$ cat src/rtl/rhc_pkg.sv
// ----------------------------------------------------------------------------
// rhc_pkg: shared types and constants for the rgb to hsl converter
// Holds hue sector codes, divider lane layout and the pipeline word.
// ----------------------------------------------------------------------------
package rhc_pkg;

   // number of restoring divide steps, one quotient bit each
   localparam int DIV_STEPS = 16;

   // hue scale: one sector is 60 degrees in 1/64 degree units
   localparam logic [14:0] HUE_SECTOR     = 15'd3840;
   localparam logic [14:0] HUE_FULL       = 15'd23040;
   localparam logic [14:0] HUE_GREEN_BASE = 15'd7680;
   localparam logic [14:0] HUE_BLUE_BASE  = 15'd15360;

   // lightness sum limits
   localparam logic [8:0] CHAN_TOP   = 9'd255;
   localparam logic [8:0] LIGHT_FULL = 9'd510;

   // which channel holds the maximum
   typedef enum logic [1:0] {
      SECT_RED   = 2'd0,
      SECT_GREEN = 2'd1,
      SECT_BLUE  = 2'd2
   } sector_type;

   // one restoring divider lane: partial remainder, dividend bits shifting
   // out at the top while quotient bits shift in at the bottom
   typedef struct packed {
      logic [7:0]  rem;
      logic [15:0] work;
      logic [7:0]  divisor;
   } lane_type;

   // pipeline word carried from stage to stage
   typedef struct packed {
      sector_type sector;
      logic       neg;
      logic       grey;
      logic       sat_zero;
      logic [8:0] light_sum;
      lane_type   hue_lane;
      lane_type   sat_lane;
   } pipe_type;

endpackage

$ cat src/rtl/rgb_to_hsl_convert.sv
// Pipeline: one setup stage, 16 divide stages at one quotient bit each and one
// output stage lie between an accepted req transfer and rsp_valid.
// Throughput: one pixel per clock while req_stall is low; a stall on rsp only
// holds stages that are full, so empty stages keep filling behind it.
// Reset: synchronous, clears all stage valid bits; data registers are not reset.
// ----------------------------------------------------------------------------
// rgb_to_hsl_convert: pipelined 8-bit rgb to hsl converter
// Two restoring dividers run side by side for hue and saturation.
// ----------------------------------------------------------------------------
module rgb_to_hsl_convert import rhc_pkg::*; (
   input  logic        clock,
   input  logic        reset,
   input  logic        req_valid,
   output logic        req_stall,
   input  logic [7:0]  req_red,
   input  logic [7:0]  req_green,
   input  logic [7:0]  req_blue,
   output logic        rsp_valid,
   input  logic        rsp_stall,
   output logic [14:0] rsp_hue,
   output logic [15:0] rsp_saturation,
   output logic [8:0]  rsp_light_sum
);

   localparam int LAST = DIV_STEPS + 1;

   pipe_type    pipe_ff [0:DIV_STEPS];
   pipe_type    pipe_in [0:DIV_STEPS];
   logic        valid_ff [0:LAST];
   logic        adv [0:LAST];
   lane_type    hue_step [0:DIV_STEPS-1];
   lane_type    sat_step [0:DIV_STEPS-1];
   logic [14:0] hue_ff;
   logic [14:0] hue_in;
   logic [15:0] sat_ff;
   logic [15:0] sat_in;
   logic [8:0]  light_ff;
   logic [8:0]  light_in;

   // a stage may load when it is empty or its contents move on
   always_comb begin
      adv[LAST] = !valid_ff[LAST] || !rsp_stall;
      for (int i = LAST - 1; i >= 0; i--) begin
         adv[i] = !valid_ff[i] || adv[i + 1];
      end
   end

   // setup stage
   rhc_prep u_prep (
      .red   (req_red),
      .green (req_green),
      .blue  (req_blue),
      .prep  (pipe_in[0])
   );

   // divide stages
   for (genvar k = 0; k < DIV_STEPS; k++) begin : g_div
      rhc_div_step u_hue_step (
         .lane_in  (pipe_ff[k].hue_lane),
         .lane_out (hue_step[k])
      );
      rhc_div_step u_sat_step (
         .lane_in  (pipe_ff[k].sat_lane),
         .lane_out (sat_step[k])
      );
      always_comb begin
         pipe_in[k + 1]          = pipe_ff[k];
         pipe_in[k + 1].hue_lane = hue_step[k];
         pipe_in[k + 1].sat_lane = sat_step[k];
      end
   end

   // output assembly
   rhc_finish u_finish (
      .done       (pipe_ff[DIV_STEPS]),
      .hue        (hue_in),
      .saturation (sat_in),
      .light_sum  (light_in)
   );

   // valid bits
   always_ff @(posedge clock) begin
      if (reset) begin
         for (int i = 0; i <= LAST; i++) begin
            valid_ff[i] <= 1'b0;
         end
      end else begin
         if (adv[0]) valid_ff[0] <= req_valid;
         for (int i = 1; i <= LAST; i++) begin
            if (adv[i]) valid_ff[i] <= valid_ff[i - 1];
         end
      end
   end

   // stage data
   always_ff @(posedge clock) begin
      for (int i = 0; i <= DIV_STEPS; i++) begin
         if (adv[i]) pipe_ff[i] <= pipe_in[i];
      end
      if (adv[LAST]) begin
         hue_ff   <= hue_in;
         sat_ff   <= sat_in;
         light_ff <= light_in;
      end
   end

   assign req_stall      = !adv[0];
   assign rsp_valid      = valid_ff[LAST];
   assign rsp_hue        = hue_ff;
   assign rsp_saturation = sat_ff;
   assign rsp_light_sum  = light_ff;

endmodule

$ cat src/rtl/rhc_prep.sv
// ----------------------------------------------------------------------------
// rhc_prep: channel compare and divider setup
// Finds max, min, sector and hue difference, and forms both dividends.
// ----------------------------------------------------------------------------
module rhc_prep import rhc_pkg::*; (
   input  logic [7:0] red,
   input  logic [7:0] green,
   input  logic [7:0] blue,
   output pipe_type   prep
);

   logic       blue_max;
   logic       green_max;
   logic [7:0] mx;
   logic [7:0] mn;
   logic [8:0] diff;
   logic [8:0] diff_abs;
   logic [7:0] chroma;
   logic [8:0] sum;
   logic [8:0] den_hi;
   logic [7:0] denom;
   logic [19:0] hue_num;
   logic [23:0] sat_num;

   always_comb begin
      // max channel select, ties resolved toward red then green
      blue_max  = (blue > red) && (blue > green);
      green_max = !blue_max && (green > red);
      prep.sector = SECT_RED;
      mx   = red;
      diff = {1'b0, green} - {1'b0, blue};
      if (blue_max) begin
         prep.sector = SECT_BLUE;
         mx   = blue;
         diff = {1'b0, red} - {1'b0, green};
      end else if (green_max) begin
         prep.sector = SECT_GREEN;
         mx   = green;
         diff = {1'b0, blue} - {1'b0, red};
      end

      // min channel
      mn = red;
      if (green < mn) mn = green;
      if (blue < mn) mn = blue;

      chroma   = mx - mn;
      sum      = {1'b0, mx} + {1'b0, mn};
      prep.neg = diff[8];
      diff_abs = diff[8] ? (9'd0 - diff) : diff;

      // hue dividend: |diff| * 3840 = |diff| * 4096 - |diff| * 256
      hue_num = {diff_abs[7:0], 12'd0} - {4'd0, diff_abs[7:0], 8'd0};
      // saturation dividend: c * 65535
      sat_num = {chroma, 16'd0} - {16'd0, chroma};

      // saturation divisor 255 - |sum - 255|
      den_hi = LIGHT_FULL - sum;
      denom  = (sum <= CHAN_TOP) ? sum[7:0] : den_hi[7:0];

      prep.grey      = (chroma == 8'd0);
      prep.sat_zero  = (sum == 9'd0) || (sum == LIGHT_FULL);
      prep.light_sum = sum;

      // quotients fit 16 bits, so the top dividend bits seed the remainder
      prep.hue_lane.rem     = {4'd0, hue_num[19:16]};
      prep.hue_lane.work    = hue_num[15:0];
      prep.hue_lane.divisor = chroma;
      prep.sat_lane.rem     = sat_num[23:16];
      prep.sat_lane.work    = sat_num[15:0];
      prep.sat_lane.divisor = denom;
   end

endmodule

$ cat src/rtl/rhc_div_step.sv
// ----------------------------------------------------------------------------
// rhc_div_step: one restoring division step
// Shifts one dividend bit into the remainder and retires one quotient bit.
// ----------------------------------------------------------------------------
module rhc_div_step import rhc_pkg::*; (
   input  lane_type lane_in,
   output lane_type lane_out
);

   logic [8:0] trial;
   logic [8:0] trial_sub;
   logic       fits;

   always_comb begin
      // compare shifted remainder against divisor
      trial     = {lane_in.rem, lane_in.work[15]};
      trial_sub = trial - {1'b0, lane_in.divisor};
      fits      = (trial >= {1'b0, lane_in.divisor});

      lane_out.divisor = lane_in.divisor;
      lane_out.rem     = fits ? trial_sub[7:0] : trial[7:0];
      lane_out.work    = {lane_in.work[14:0], fits};
   end

endmodule

$ cat src/rtl/rhc_finish.sv
// ----------------------------------------------------------------------------
// rhc_finish: hue and saturation assembly
// Applies floor rounding for negative hue, sector offset and wrap.
// ----------------------------------------------------------------------------
module rhc_finish import rhc_pkg::*; (
   input  pipe_type    done,
   output logic [14:0] hue,
   output logic [15:0] saturation,
   output logic [8:0]  light_sum
);

   logic [12:0] quo;
   logic [12:0] quo_up;
   logic [14:0] base;
   logic [14:0] neg_base;

   always_comb begin
      // hue quotient is at most 3840; round up magnitude for negative floor
      quo    = done.hue_lane.work[12:0];
      quo_up = quo + {12'd0, (done.hue_lane.rem != 8'd0)};

      // sector offset
      case (done.sector)
         SECT_GREEN: base = HUE_GREEN_BASE;
         SECT_BLUE:  base = HUE_BLUE_BASE;
         default:    base = 15'd0;
      endcase
      // negative red hue wraps around the full circle
      neg_base = (done.sector == SECT_RED) ? HUE_FULL : base;

      if (done.grey) begin
         hue = 15'd0;
      end else if (done.neg) begin
         hue = neg_base - {2'd0, quo_up};
      end else begin
         hue = base + {2'd0, quo};
      end

      saturation = done.sat_zero ? 16'd0 : done.sat_lane.work;
      light_sum  = done.light_sum;
   end

endmodule

$ cat config.mk
export PLATFORM = sky130hd
export DESIGN_NAME = rgb_to_hsl_convert
export DESIGN_NICKNAME = d
export VERILOG_FILES = /design/src/rtl/rhc_pkg.sv /design/src/rtl/rgb_to_hsl_convert.sv /design/src/rtl/rhc_prep.sv /design/src/rtl/rhc_div_step.sv /design/src/rtl/rhc_finish.sv
export SDC_FILE = /design/constraint.sdc
export NUM_CORES = 2
export LEC_CHECK = 0
export ABC_AREA = 1
export BUFFER_PORTS_ARGS = -buffer_cell sky130_fd_sc_hd__buf_2
export CORE_MARGIN = 1
export CORE_UTILIZATION = 60
export CTS_BUF_LIST = sky130_fd_sc_hd__clkbuf_4 sky130_fd_sc_hd__clkbuf_8
export DETAILED_ROUTE_END_ITERATION = 10
export HOLD_SLACK_MARGIN = 0.05
export PLACE_DENSITY_LB_ADDON = 0.05
export SYNTH_ARGS = -nofsm -noshare
export SYNTH_HDL_FRONTEND = slang
export SYNTH_HIERARCHICAL = 1
export SYNTH_SLANG_ARGS = --single-unit
$ cat constraint.sdc
create_clock -name clock -period 17.4 [get_ports clock]
set_input_delay 5.22 -clock clock [delete_from_list [all_inputs] [get_ports clock]]
set_output_delay 5.22 -clock clock [all_outputs]
set_load 0.005 [all_outputs]
==> run_results.csv <==
group,metric,value,unit
run_status,status,"finished clean",
die,initial_utilization,0.604,
flow_run,drv_cap,0,
cells_and_area,final_layout_size_suffix_gt1_frac,0.211,
worst_setup_path,path_class,"in -> out",
cts,clock-sinks,1315,
sta,slew_viol_final,0,
die,io_pins,70,
hold_path,hold_class,"reg -> reg",
cts,clkTransAtPathRegs,0.06,ns
sta,period_minus_slack,13.59,ns
sta,finalClockSkew,0.0702,ns
worst_setup_path,max_stage_delay,0.44,ns
grt,grt_max_degree,80,
synth,synthCells,6483,
placement,place_congestion,0.901,
cells_and_area,areaGrowthSynthToFinish,1.59,%
grt,grt_usage,0.193,
die,die_w,347,um
worst_setup_path,crit_required,12.18,ns
worst_setup_path,worstSetupStartpointType,"input pin",
synth,syn-mean-instance-area,11.0,sq um
route,drt_iter0_drc,1821,
grt,overflow,0,
worst_setup_path,crit_chain,"buf_2 -> nand3_2 -> buf_4 -> nor2_4 -> nand4_4 -> nor2_4 -> nand4_4 -> nor2_4 -> nand4_4 -> nor2_4 -> nand4_4 -> inv_1 -> buf_2",
synth,synthesis.area,0.0712,sq mm
die,row_count,126,
grt,antenna_found_initial,3,
sta,worst_slew_pin_slew,1.10,ns
sta,finalHoldViolations,0,
die,coreArea,0.118,sq mm
cts,cts_hold_buf,0,
worst_setup_path,crit_fanout,53,
worst_setup_path,endpoint_kind,"output port",
route,drc_errors,0,
cts,cts_tree,"built",
route,vias,38189,
cts,root_buffer,"clkbuf_8",
cts,clock_latency,0.88,ns
route,vias_per_cell,4.92,
cts,post_cts_buffers,0,
route,dr.pass1.iters,7,
cts,h-tree-depth,4,
placement,io_buffers,69,
cts,cts_made_buffers,208,
sta,setup_viol,0,
placement,hpwl,85100,um
sta,relSlewSlack,0.266,
cts,cts.path.max_buffers,3,
sta,fmax,73.6,MHz
grt,grt_first_pass_wirelength,188000,um
sta,rsz0062_at_grt,"no",
route,drt_wl_total,113000,um
sta,fin_crit_sh,0.781,
cells_and_area,fillers,9630,
cells_and_area,post-route-util,0.614,
cells_and_area,fin_nets,6437,
route,drtAntennaViolNets,0,
worst_setup_path,slowest_stage,"nand4_4",
die,die_area,0.120,sq mm
cts,cts_resized,0,
die,die_y,347,um
sta,fin_setup_tns,0,ns
worst_setup_path,cp_data_arrival_time,8.37,ns
grt,grt_pass1_vias,37793,
route,avgRoutedWirePerCell,14.6,um
synth,synth_warnings,6,
per-stage QoR:
step,instance area [sq um],hold WS (ns),cells,setup WS (ns)
global placement,68100,0.400,7367,3.78
global route,72400,0.377,7758,3.51
CTS,72400,0.363,7756,3.71
detailed placement,68100,0.405,7367,3.71
finish,72400,0.373,7758,3.81
floorplan,71300,0.400,6494,0.331
area by class of cell:
type,instances,area (sq um),share of cell area
diodes,2,5.00,0.0000691
well taps,1536,1920,0.0266
clock buffers,269,3330,0.0460
multi-input cells,3460,22600,0.312
repair buffers,87,480,0.00664
clock inverters,120,911,0.0126
inverters,969,3640,0.0503
flip-flops and latches,1315,39500,0.546
worst max-delay path: cells and delay by family:
kind | cells | cell delay, ns
simple gates | 9 | 2.44
buf+inv | 4 | 0.70
layout by cell type, fill, tap and decap left out, drive strengths merged:
cell and count:
inv 935, nand3b 1, o211ai 8, nand4 49, or2 32, a211oi 1
a21boi 1, clkinv 137, o21ai 49, fa 37, xor2 71, edfxtp 1315
xnor2 74, nand3 560, clkinvlp 7, nor4 3, a21oi 123, and2 2
clkbuf 269, a221oi 1, ha 331, nand2 1702, nor3 37, o21a 1
o22ai 5, diode 2, o311ai 1, conb 12, a31oi 2, a31o 1
nor2 346, o31ai 2, o21bai 8, buf 87, bufinv 10
final timing paths:
path | start | endpoint | slack [ns] | cells after the start
max reg2reg | valid_ff[0][17]$_DFFE_PP_ | pipe_ff[0][195]$_DFFE_PP_ | 13.21 | 11
min reg2reg | pipe_ff[0][95]$_DFFE_PP_ | pipe_ff[0][174]$_DFFE_PP_ | 0.37 | 0
max | rsp_stall | req_stall | 3.81 | 13
min | pipe_ff[0][95]$_DFFE_PP_ | pipe_ff[0][174]$_DFFE_PP_ | 0.37 | 0
layer usage:
| layer | track usage | wire length [um] | share of wire |
|---|---|---|---|
| met5 | 0 | 8 | 0.000071 |
| met4 | 0.0700 | 3380 | 0.030 |
| met3 | 0.0328 | 3820 | 0.034 |
| met2 | 0.339 | 56700 | 0.50 |
| met1 | 0.240 | 49500 | 0.44 |
sequential cells by signal, indices dropped and copies added (netlist names):
signal and cells:
pipe_ff 1257, valid_ff 18, rsp_saturation 16, rsp_hue 15, rsp_light_sum 9
Power is left out: the tool's default activity adds up to more than one toggle a clock period on the data nets, which glitch-free logic cannot reach.
